## src/rtl/core/lcs_pkg.sv

```systemverilog
// Shared types and constants for the linear contrast stretch block.
package lcs_pkg;

    localparam int PixW      = 8;
    localparam int FullScale = 255;
    localparam int DivSteps  = PixW;
    localparam int CntW      = $clog2(DivSteps);

    typedef struct packed {
        logic            opcode;
        logic [PixW-1:0] pixel;
        logic            first;
    } in_item_t;

    typedef struct packed {
        logic [PixW-1:0] pixel_out;
        logic [PixW-1:0] gain;
        logic            flat;
    } out_item_t;

    localparam logic OP_MEASURE = 1'b0;
    localparam logic OP_APPLY   = 1'b1;

    // controller -> datapath
    typedef struct packed {
        logic measure;
        logic load_in;
        logic div_start;
        logic div_step;
        logic mul;
        logic out_load;
    } cmd_t;

    // datapath -> controller
    typedef struct packed {
        logic out_busy;
    } status_t;

endpackage

```

## src/rtl/core/lcs_ctrl.sv

```systemverilog
// Controller state machine for the linear contrast stretch block.
module lcs_ctrl (
    input  logic              aclk,
    input  logic              aresetn,
    input  logic              s_valid,
    input  logic              opcode,
    input  logic              m_ready,
    input  lcs_pkg::status_t  status,
    output logic              s_ready,
    output lcs_pkg::cmd_t     cmd
);

    localparam logic [1:0] ST_IDLE = 2'd0;
    localparam logic [1:0] ST_DIV  = 2'd1;
    localparam logic [1:0] ST_MUL  = 2'd2;
    localparam logic [1:0] ST_OUT  = 2'd3;

    localparam logic [lcs_pkg::CntW-1:0] LastStep = lcs_pkg::CntW'(lcs_pkg::DivSteps - 1);

    logic [1:0]               state_reg, state_next;
    logic [lcs_pkg::CntW-1:0] cnt_reg, cnt_next;
    logic                     dirty_reg, dirty_next;
    logic                     accept;

    assign s_ready = (state_reg == ST_IDLE);
    assign accept  = s_valid && s_ready;

    always_comb begin
        state_next = state_reg;
        cnt_next   = cnt_reg;
        dirty_next = dirty_reg;
        cmd        = '0;
        unique case (state_reg)
            ST_IDLE: begin
                if (accept) begin
                    if (opcode == lcs_pkg::OP_MEASURE) begin
                        cmd.measure = 1'b1;
                        dirty_next  = 1'b1;
                    end else begin
                        cmd.load_in = 1'b1;
                        if (dirty_reg) begin
                            cmd.div_start = 1'b1;
                            cnt_next      = '0;
                            state_next    = ST_DIV;
                        end else begin
                            state_next = ST_MUL;
                        end
                    end
                end
            end
            ST_DIV: begin
                cmd.div_step = 1'b1;
                cnt_next     = cnt_reg + 1'b1;
                if (cnt_reg == LastStep) begin
                    dirty_next = 1'b0;
                    state_next = ST_MUL;
                end
            end
            ST_MUL: begin
                cmd.mul    = 1'b1;
                state_next = ST_OUT;
            end
            ST_OUT: begin
                if (!status.out_busy || m_ready) begin
                    cmd.out_load = 1'b1;
                    state_next   = ST_IDLE;
                end
            end
            default: state_next = ST_IDLE;
        endcase
    end

    always_ff @(posedge aclk) begin
        if (!aresetn) begin
            state_reg <= ST_IDLE;
            cnt_reg   <= '0;
            dirty_reg <= 1'b1;
        end else begin
            state_reg <= state_next;
            cnt_reg   <= cnt_next;
            dirty_reg <= dirty_next;
        end
    end

endmodule

```

## src/rtl/core/lcs_dpath.sv

```systemverilog
// Datapath: min/max tracking, serial gain divider, multiply and saturate.
module lcs_dpath (
    input  logic                aclk,
    input  logic                aresetn,
    input  lcs_pkg::in_item_t   s_data,
    input  logic                m_ready,
    input  lcs_pkg::cmd_t       cmd,
    output lcs_pkg::status_t    status,
    output logic                m_valid,
    output lcs_pkg::out_item_t  m_data
);

    localparam int W  = lcs_pkg::PixW;
    localparam int PW = 2 * W;

    logic [W-1:0]  lo_reg, lo_next;
    logic [W-1:0]  hi_reg, hi_next;
    logic [W-1:0]  pix_reg;
    logic [W:0]    rem_reg, rem_next;
    logic [W-1:0]  quo_reg, quo_next;
    logic [PW-1:0] prod_reg;
    logic [W-1:0]  gain_p_reg;
    logic          flat_p_reg;
    logic          m_valid_reg, m_valid_next;
    lcs_pkg::out_item_t m_data_reg;

    logic [W-1:0]  range_w;
    logic [W:0]    rem_sh;
    logic          flat_w;
    logic [W-1:0]  gain_w;
    logic [W-1:0]  diff_w;

    // min/max tracking
    always_comb begin
        lo_next = lo_reg;
        hi_next = hi_reg;
        if (cmd.measure) begin
            if (s_data.first) begin
                lo_next = s_data.pixel;
                hi_next = s_data.pixel;
            end else begin
                if (s_data.pixel < lo_reg) lo_next = s_data.pixel;
                if (s_data.pixel > hi_reg) hi_next = s_data.pixel;
            end
        end
    end

    // restoring divide of full scale (all ones) by the range, one bit a step
    assign range_w = hi_reg - lo_reg;
    assign rem_sh  = {rem_reg[W-1:0], 1'b1};

    always_comb begin
        rem_next = rem_reg;
        quo_next = quo_reg;
        if (cmd.div_start) begin
            rem_next = '0;
            quo_next = '0;
        end else if (cmd.div_step) begin
            if (rem_sh >= {1'b0, range_w}) begin
                rem_next = rem_sh - {1'b0, range_w};
                quo_next = {quo_reg[W-2:0], 1'b1};
            end else begin
                rem_next = rem_sh;
                quo_next = {quo_reg[W-2:0], 1'b0};
            end
        end
    end

    // flat range: gain forced to one
    assign flat_w = !(hi_reg > lo_reg);
    assign gain_w = flat_w ? W'(1) : quo_reg;
    assign diff_w = pix_reg - lo_reg;

    // output register
    always_comb begin
        m_valid_next = m_valid_reg;
        if (cmd.out_load)  m_valid_next = 1'b1;
        else if (m_ready)  m_valid_next = 1'b0;
    end

    always_ff @(posedge aclk) begin
        if (!aresetn) begin
            lo_reg      <= W'(lcs_pkg::FullScale);
            hi_reg      <= '0;
            m_valid_reg <= 1'b0;
        end else begin
            lo_reg      <= lo_next;
            hi_reg      <= hi_next;
            m_valid_reg <= m_valid_next;
        end
    end

    always_ff @(posedge aclk) begin
        rem_reg <= rem_next;
        quo_reg <= quo_next;
        if (cmd.load_in) pix_reg <= s_data.pixel;
        if (cmd.mul) begin
            prod_reg   <= (pix_reg <= lo_reg) ? '0 : PW'(diff_w) * PW'(gain_w);
            gain_p_reg <= gain_w;
            flat_p_reg <= flat_w;
        end
        if (cmd.out_load) begin
            m_data_reg.pixel_out <= (prod_reg > PW'(lcs_pkg::FullScale))
                                    ? W'(lcs_pkg::FullScale) : prod_reg[W-1:0];
            m_data_reg.gain      <= gain_p_reg;
            m_data_reg.flat      <= flat_p_reg;
        end
    end

    assign m_valid         = m_valid_reg;
    assign m_data          = m_data_reg;
    assign status.out_busy = m_valid_reg;

endmodule

```

## src/rtl/core/linear_contrast_stretch.sv

```systemverilog
// Linear contrast stretch: measure pass tracks min/max, apply pass maps pixels.
// Measure request: no result; s_ready stays high, one per cycle.
// Apply request: pixel, then product, then output register (m_valid) are loaded in order; the
//   first apply after a measure or reset first runs the 8-step serial gain divider.
// One request in flight at a time; a result waiting in the output register holds the next.
// Reset (aresetn low, synchronous): idle, no result, lowest 255, highest 0.
module linear_contrast_stretch (
    input  logic                aclk,
    input  logic                aresetn,
    input  logic                s_valid,
    output logic                s_ready,
    input  lcs_pkg::in_item_t   s_data,
    output logic                m_valid,
    input  logic                m_ready,
    output lcs_pkg::out_item_t  m_data
);

    // command and status between controller and datapath
    lcs_pkg::cmd_t    cmd;
    lcs_pkg::status_t status;

    // controller: sequences measure, divide, multiply and output load
    lcs_ctrl u_ctrl (
        .aclk    (aclk),
        .aresetn (aresetn),
        .s_valid (s_valid),
        .opcode  (s_data.opcode),
        .m_ready (m_ready),
        .status  (status),
        .s_ready (s_ready),
        .cmd     (cmd)
    );

    // datapath: min/max, gain divider, multiply, saturate, output register
    lcs_dpath u_dpath (
        .aclk    (aclk),
        .aresetn (aresetn),
        .s_data  (s_data),
        .m_ready (m_ready),
        .cmd     (cmd),
        .status  (status),
        .m_valid (m_valid),
        .m_data  (m_data)
    );

endmodule
```

## config.mk

```make
export PLATFORM = sky130hd
export DESIGN_NAME = linear_contrast_stretch
export DESIGN_NICKNAME = d
export VERILOG_FILES = /design/src/rtl/core/lcs_pkg.sv /design/src/rtl/core/lcs_ctrl.sv /design/src/rtl/core/lcs_dpath.sv /design/src/rtl/core/linear_contrast_stretch.sv
export SDC_FILE = /design/constraint.sdc
export NUM_CORES = 1
export LEC_CHECK = 0
export BUFFER_PORTS_ARGS = -buffer_cell sky130_fd_sc_hd__buf_2
export CORE_MARGIN = 5
export CORE_UTILIZATION = 47
export CTS_CLUSTER_SIZE = 25
export DETAILED_ROUTE_END_ITERATION = 10
export SYNTH_ARGS = -nofsm -noshare
export SYNTH_HDL_FRONTEND = slang
export SYNTH_SLANG_ARGS = --single-unit
```

## constraint.sdc

```tcl
create_clock -name aclk -period 10.9 [get_ports aclk]
set_input_delay 1.09 -clock aclk [delete_from_list [all_inputs] [get_ports aclk]]
set_output_delay 1.09 -clock aclk [all_outputs]
set_load 0.01 [all_outputs]
```

==> key figures, run 1 <==
Worst setup path
  • Critical path class: reg -> reg
  • Required @ worst endpoint: roughly 11,000 ps
  • Slowest cell on the critical path: a21oi_1
  • Critical path, cell by cell: inv_1 > ha_1 > inv_1 > fa_1 > a21o_1 > a21o_1 > a221oi_1 > a21oi_1 > nand2_1 > or2_2 > fa_1 > fa_1 > inv_1 > fa_1 > inv_1 > fa_1 > inv_1 > ha_1 > o21a_1 > o31a_1 > o21ai_0 > o21ai_0 > xnor2_1 > nor2_1
  • Crit end category: register
  • CP max FO: 11
  • Crit path buf inv count: 5
  • Crit path DAT: roughly 6500 ps
  • Worst path top cell family by delay: adder cells
  • CP peak stage delay: 600 ps
  • CP Launch Type: register

Timing
  • Max Slew Vio Count: 0
  • # setup viols final: 0
  • Slew margin rel.: 24.9%
  • Clock Skew: roughly 7.0 ps
  • Fmax: 0.157 GHz
  • Unrepaired setup endpoints after global routing: no
  • Setup tns final: 0 ps
  • Hold Vio Cnt, Final: 0
  • Final min period: between 6000 and 7000 ps
  • Period utilization: 58.5%
  • Worst-margin pin slew: 1130 ps

Synthesis
  • Yosys top cell area share: between 20% and 30%
  • Post-synth EDFFs: 50
  • Top FF cell, synth: edfxtp_1
  • Syn_nets: roughly 810
  • Yosys Warn Count: 0
  • Synthesized cell area: about 6600 um^2
  • Syn avg cell area: just under 10 um^2
  • Register area share after synthesis: roughly a third
  • Cell accounting for the most synthesized area: edfxtp_1
  • Cell count after synthesis: 675
  • Top post-synthesis cells by area: edfxtp_1 23%, ha_1 15%, dfxtp_1 12%
  • Ys async rst share: 0%
  • Yosys cell types: 56
  • Synth Register Bits: just under 90

Route
  • Initial DRT Pass Iterations: 5
  • DRT Wirelength: 13,400 um
  • DRT antenna net count: 0
  • Initial drt markers: 200
  • Vias/cell: about 5.3
  • DRC: 0
  • Vias after detailed routing: ~4,700
  • Wire per inst: about 15 um

Clocking
  • TritonCTS clock tree: done
  • CTS max path bufs: 2
  • CTS root buf: clkbuf_16
  • Post_cts resized: 0
  • H-Tree Depth: 3
  • Clk Latency, worst-skew pair: 350 ps
  • Hold buffers post-CTS: 0
  • TritonCTS Buffers: 9
  • Post-CTS setup buffers: 0
  • Sink Count: 89
  • Clock slew at reported path FFs: about 70 ps

Global routing
  • GRT Total Usage: about 17%
  • Antenna violations before repair: 0
  • Largest net degree at the start of global routing: 29
  • Global-route wire length before repair: ~23,000 um
  • Vias in the first global route: 4,789
  • Total gr overflow: 0

Cells and area
  • Largest register FFs: 17
  • Fin nets: ~840
  • Share of layout cells above drive strength 1: 10.0%
  • N_diodes: 0
  • Area of the multi-input gates: 3930 um^2
  • Total area of sequential cells: about 2300 um^2
  • Fill cells: roughly 1,300
  • P&R area growth vs syn: 9.55%

Place
  • GPL Wtd Cong: 0.924
  • I/O Buffers: 32
  • DP HPWL: around 11,000 um

Floorplan
  • Initial core utilization: between 40% and 50%
  • Row cnt: 43
  • Top-Level Pins: 33
  • Core box area: between 10,000 and 15,000 um^2
  • Chip height: approximately 130 um
  • Die width: around 130 um
  • Die Footprint: ~17,000 um^2

Pwr
  • Lkg Pwr: 3.32 nW
  • Power Density: 190 nW/um^2
  • Peak VDD IR: 0.000117 V
  • Overall power: 0.00137 W

Job
  • Max-cap viol count: 0

Worst hold path
  • HP Class: reg -> reg

Status
  • Run status: completed
Yosys cell counts (2+ instances only):
master    number
nand2b_1       4
nand3_1       14
nor2_1        94
or2_2         16
buf_1          3
a41oi_1        4
inv_1         87
and4_1         4
o21a_1         7
and3_1         4
a22oi_1        4
edfxtp_1      50
clkbuf_1       8
nor3b_1        2
a22o_1         2
and2_1         2
nor2b_1       12
a31oi_1        4
o211ai_1       8
a211oi_1      12
nor3_1         8
a221oi_1       2
fa_1          39
o31ai_1        9
ha_1          80
a21oi_1       17
nand2_1       34
buf_2          4
o31a_1         3
a21o_1        10
o21ai_0       28
xor2_1        12
nand3b_1       3
nor4_1         2
xnor2_1        8
o21bai_1       2
nand4_1        2
mux2i_1       13
dfxtp_1       39
or2_1          3
worst register-to-register path: stages, from the launching register on:
cell,delay (ps)
dfxtp_1,330
inv_1,60
ha_1,210
inv_1,70
fa_1,210
a21o_1,130
a21o_1,170
a221oi_1,90
a21oi_1,600
nand2_1,360
or2_2,370
fa_1,500
fa_1,550
inv_1,60
fa_1,520
inv_1,50
fa_1,520
inv_1,40
ha_1,320
o21a_1,140
o31a_1,200
o21ai_0,160
o21ai_0,240
xnor2_1,140
nor2_1,50
stage by stage:
step,utilization (%),hold WS (ps),setup WS (ps),std cells,instance area [um^2]
6_report,52.3,422,4530,889,7230
2_1_floorplan,-,400,5100,675,6600
3_5_place_dp,50.1,405,4560,873,6930
3_3_place_gp,50.1,403,4740,873,6930
5_1_grt,52.3,432,4060,889,7230
4_1_cts,52.3,422,4560,889,7230
cell type report:
cell class                 count  share of cell area [%]
clock buffer                   9                    3.11
clock inverter                 7                    1.02
inverter                      87                    4.51
multi-input combinational    483                    54.3
sequential                    89                    31.6
tap                          180                    3.11
timing repair buffer          34                    2.42
final timing paths:
check / cells after the start / endpoint / start / slack (ps)
setup / recovery: 24 / u_dpath.prod_reg[13]$_SDFFCE_PP0P_ / u_dpath.hi_reg[0]$_SDFFE_PN0P_ / 4530
hold reg to reg: 0 / u_dpath.m_data[7]$_DFFE_PP_ / u_dpath.gain_p_reg[6]$_DFFE_PP_ / 420
hold / removal: 0 / u_dpath.m_data[7]$_DFFE_PP_ / u_dpath.gain_p_reg[6]$_DFFE_PP_ / 420
setup reg to reg: 24 / u_dpath.prod_reg[13]$_SDFFCE_PP0P_ / u_dpath.hi_reg[0]$_SDFFE_PN0P_ / 4530
per-layer routing:
layer  vias to the layer above  global-route usage, %  wire [um]
met5                         -                      0          0
met4                         0                   7.41        388
met2                        96                   30.2       6660
met1                      2241                   21.1       5930
met3                        22                   2.49        426
li1                       2383                      -          -
kinds of logic after synthesis:
kind of cell	share of synthesized area, %
flip-flops	34.6
AND/OR/NAND/NOR	15.0
multiplexers	2.14
adder cells (fa/ha/maj)	27.0
XOR/XNOR	3.07
AO/OA/AOI/OAI	12.2
buffers and inverters	5.99
layout by cell type, fill, tap and decap left out, types with 7 or more instances in the layout:
| cell type | n |
|---|---|
| nor2_1 | 94 |
| inv_1 | 87 |
| ha_1 | 80 |
| edfxtp_1 | 50 |
| fa_1 | 39 |
| dfxtp_1 | 39 |
| nand2_1 | 34 |
| buf_2 | 32 |
| o21ai_0 | 28 |
| a21oi_1 | 17 |
| or2_2 | 16 |
| nand3_1 | 14 |
| mux2i_1 | 13 |
| nor2b_1 | 12 |
| xor2_1 | 12 |
| a211oi_1 | 12 |
| a21o_1 | 10 |
| o31ai_1 | 9 |
| clkbuf_16 | 9 |
| xnor2_1 | 8 |
| nor3_1 | 8 |
| o211ai_1 | 8 |
| o21a_1 | 7 |
report_power, final:
part | total (W) | switching, W | internal, W | leakage (nW)
registers | 0.000473 | 0.0000348 | 0.000438 | 0.757
clock network | 0.000311 | 0.000149 | 0.000162 | 0.140
logic | 0.000588 | 0.000357 | 0.000232 | 2.42
total | 0.00137 | 0.000541 | 0.000832 | 3.32
Power figures use the tool's default switching activity.
==> run 2, diff against run 1 <==
ABC_AREA = 1   (was not set)
PLACE_DENSITY = 0.66   (was not set)
clock period = 5.7 ns   (was 10.9 ns; I/O delays follow)
==> key figures, run 2 <==
Worst setup path
  • Crit path to: u_dpath.prod_reg[11]$_SDFFCE_PP0P_
  • Slowest cell on the critical path: fa_1
  • CP Depth: 25
  • Worst r2r path cells: 25
  • Crit end category: register
  • Critical path class: reg -> reg
  • RR Endpoint: u_dpath.prod_reg[11]$_SDFFCE_PP0P_
  • Critical path startpoint: u_dpath.lo_reg[0]$_SDFFE_PN1P_
  • Crit path buf inv count: 5
  • Worst path top cell family by delay: adder cells
  • Critical R2R Launch: u_dpath.lo_reg[0]$_SDFFE_PN1P_
  • Reg2reg setup slack: approximately 340 ps
  • CP Launch Type: register
  • CP max FO: 8
  • CP peak stage delay: 550 ps
  • Required @ worst endpoint: ~5900 ps
  • Crit path DAT: around 5600 ps

Synthesis
  • Count leader, synth: nand2_1
  • Cell count after synthesis: between 800 and 900
  • Register area share after synthesis: 32.7%
  • Top FF cell, synth: edfxtp_1
  • Yosys top cell area share: between 20 and 25%
  • Synth Register Bits: between 80 and 90
  • Synthesized cell area: 6980 um^2
  • Yosys Warn Count: 0
  • Post-synth EDFFs: 50
  • Ys async rst share: 0%
  • Cell accounting for the most synthesized area: edfxtp_1
  • Syn_nets: around 990
  • Top post-synthesis cells by count: 180 x nand2_1, 171 x inv_1, 89 x nor2_1, 80 x ha_1, 56 x nand3_1
  • Top post-synthesis cells by area: edfxtp_1 22%, ha_1 14%, dfxtp_1 11%
  • Syn avg cell area: just over 8 um^2
  • Yosys cell types: 38

Route
  • Initial DRT Pass Iterations: 5
  • DRT antenna net count: 0
  • Initial drt markers: 299
  • DRC: 0
  • Vias after detailed routing: approximately 5,400
  • Wire per inst: about 13 um
  • DRT Wirelength: approximately 14,000 um
  • Vias/cell: between 4 and 5

Status
  • Run status: completed

Cells and area
  • Commonest cells after routing, fill and taps aside: 180 x nand2_1, 171 x inv_1, 89 x nor2_1
  • Fin nets: just over 1,000
  • Share of layout cells above drive strength 1: 8.75%
  • Final core utilization: ~53%
  • Commonest non-fill, non-tap cell in the layout: nand2_1
  • P&R area growth vs syn: 10.2%
  • Fill cells: roughly 1,400
  • Largest register FFs: 17
  • N_diodes: 0

Floorplan
  • Core box area: about 15,000 um^2
  • Chip height: around 130 um
  • Die Footprint: around 17,000 um^2
  • Initial core utilization: a little under half
  • Row cnt: 44
  • Top-Level Pins: 33
  • Die width: between 100 and 150 um

Timing
  • Setup tns final: 0 ps
  • Unrepaired setup endpoints after global routing: no
  • Final min period: approximately 5400 ps
  • Period utilization: a little over nine tenths
  • Max Slew Vio Count: 0
  • Fmax: ~0.19 GHz
  • Hold Vio Cnt, Final: 0
  • Slew margin rel.: 40.1%
  • Clock Skew: 13.2 ps
  • # setup viols final: 0
  • Worst-margin pin slew: approximately 900 ps

Global routing
  • Global-route wire length before repair: 24,400 um
  • Total gr overflow: 0
  • Largest net degree at the start of global routing: 28
  • Vias in the first global route: roughly 5,200
  • GRT Total Usage: approximately 17%
  • Antenna violations before repair: 0

Pwr
  • Clk pwr share: 21.9%
  • Sw frac: between 40% and 50%
  • Peak VDD IR: approximately 0.00024 V
  • Lkg Pwr: approximately 3.9 nW
  • Comb pwr share: 46.1%
  • Flop pwr share: between 30 and 40%
  • Power Density: ~360 nW/um^2
  • Psw: about 0.0012 W
  • Internal power: around 0.0016 W

Clocking
  • TritonCTS clock tree: done
  • Post-CTS setup buffers: 0
  • Clock slew at reported path FFs: 80 ps
  • TritonCTS Buffers: 9
  • Post_cts resized: 0
  • Sink Count: 89
  • CTS max path bufs: 2
  • CTS root buf: clkbuf_16
  • Hold buffers post-CTS: 0
  • H-Tree Depth: 3
  • Clk Latency, worst-skew pair: 360 ps

Worst hold path
  • HP Class: reg -> reg

Place
  • DP HPWL: between 10,000 and 15,000 um
  • GPL Wtd Cong: around 0.84
  • I/O Buffers: 32

Job
  • Max-cap viol count: 0
[run 2: cell types whose count changed in the layout (fill, tap and decap cells not counted), moves of 8 or more]
| cell | previous run | this run |
|---|---|---|
| a211oi_1 | 12 | 1 |
| a21oi_1 | 17 | 52 |
| inv_1 | 87 | 171 |
| inv_2 | 0 | 8 |
| mux2i_1 | 13 | 0 |
| nand2_1 | 34 | 180 |
| nand3_1 | 14 | 56 |
| nor2b_1 | 12 | 0 |
| o21ai_0 | 28 | 16 |
| o31ai_1 | 9 | 0 |
| or2_2 | 16 | 2 |
[run 2: final cells by class]
type                            instances  area [um^2]  share of cell area, %
Clock buffer                            9          225                   2.93
Clock inverter                          7         86.3                   1.12
Inverter                              180          676                   8.79
Multi-Input combinational cell        580         3980                   51.8
Sequential cell                        89         2280                   29.7
Tap cell                              184          230                   3.00
Timing Repair Buffer                   38          205                   2.67
[run 2: logic make-up after synthesis]
kind of cell / after synthesis / share of synthesized area (%)
AOI/OAI and AO/OA: 88 / 7.16
xor gates and xnor gates: 21 / 2.64
adders and majority gates: 119 / 25.5
buffers and inverters: 192 / 10.4
DFF: 89 / 32.7
and+or+nand+nor: 352 / 21.5
[run 2: how the worst min path moves through the flow]
stage	from	end	slack [ps]	cells after the start
2_1_floorplan	u_dpath.flat_p_reg$_DFFE_PP_	u_dpath.m_data[0]$_DFFE_PP_	400	0
5_1_grt	s_data[1]	u_dpath.pix_reg[0]$_DFFE_PP_	430	1
6_report	u_dpath.flat_p_reg$_DFFE_PP_	u_dpath.m_data[0]$_DFFE_PP_	420	0
4_1_cts	s_data[1]	u_dpath.pix_reg[0]$_DFFE_PP_	420	1
3_5_place_dp	u_dpath.flat_p_reg$_DFFE_PP_	u_dpath.m_data[0]$_DFFE_PP_	410	0
3_3_place_gp	u_dpath.gain_p_reg[3]$_DFFE_PP_	u_dpath.m_data[4]$_DFFE_PP_	400	0
[run 2: power by group through the flow]
stage	logic, W	registers (W)	clock network (W)
2_1_floorplan	0.000998	0.000891	0
3_3_place_gp	0.00127	0.000903	0
3_5_place_dp	0.00128	0.000907	0
4_1_cts	0.00129	0.000893	0.000628
5_1_grt	0.00149	0.000907	0.000655
6_report	0.00129	0.000893	0.000610
[run 2: worst reg2reg max path, cell delays in order, from the launching register on]
cell	delay (ps)
dfxtp_1	390
ha_1	160
inv_1	50
fa_1	400
nand2_1	80
nand2_1	100
a21oi_2	190
o21ai_4	110
nand2_8	150
nor2_4	60
inv_2	100
nor2_1	70
fa_1	520
fa_1	520
fa_1	550
inv_1	60
fa_1	530
inv_1	50
ha_1	350
nand2_1	100
inv_1	60
nand2_1	60
nand3_1	70
nand2_1	80
or2_2	270
a21oi_1	120
[run 2: routing by layer]
layer	GRT usage (%)	part of all wire, %	wire (um)	vias up
met5	0	0	0	-
met2	28.0	47	6590	91
met1	22.6	48	6600	2474
met4	5.31	1.5	214	0
li1	-	-	-	2793
met3	2.60	3.4	474	15
[run 2: stage by stage]
step	cell area [um^2]	total power [W]	setup slack, ps	std cells	hold WS [ps]
4_1_cts	7670	0.00281	278	1087	423
3_3_place_gp	7360	0.00217	337	1071	404
6_report	7690	0.00279	335	1087	420
3_5_place_dp	7360	0.00218	318	1071	406
5_1_grt	7690	0.00305	22.6	1087	429
2_1_floorplan	6980	0.00189	674	861	400
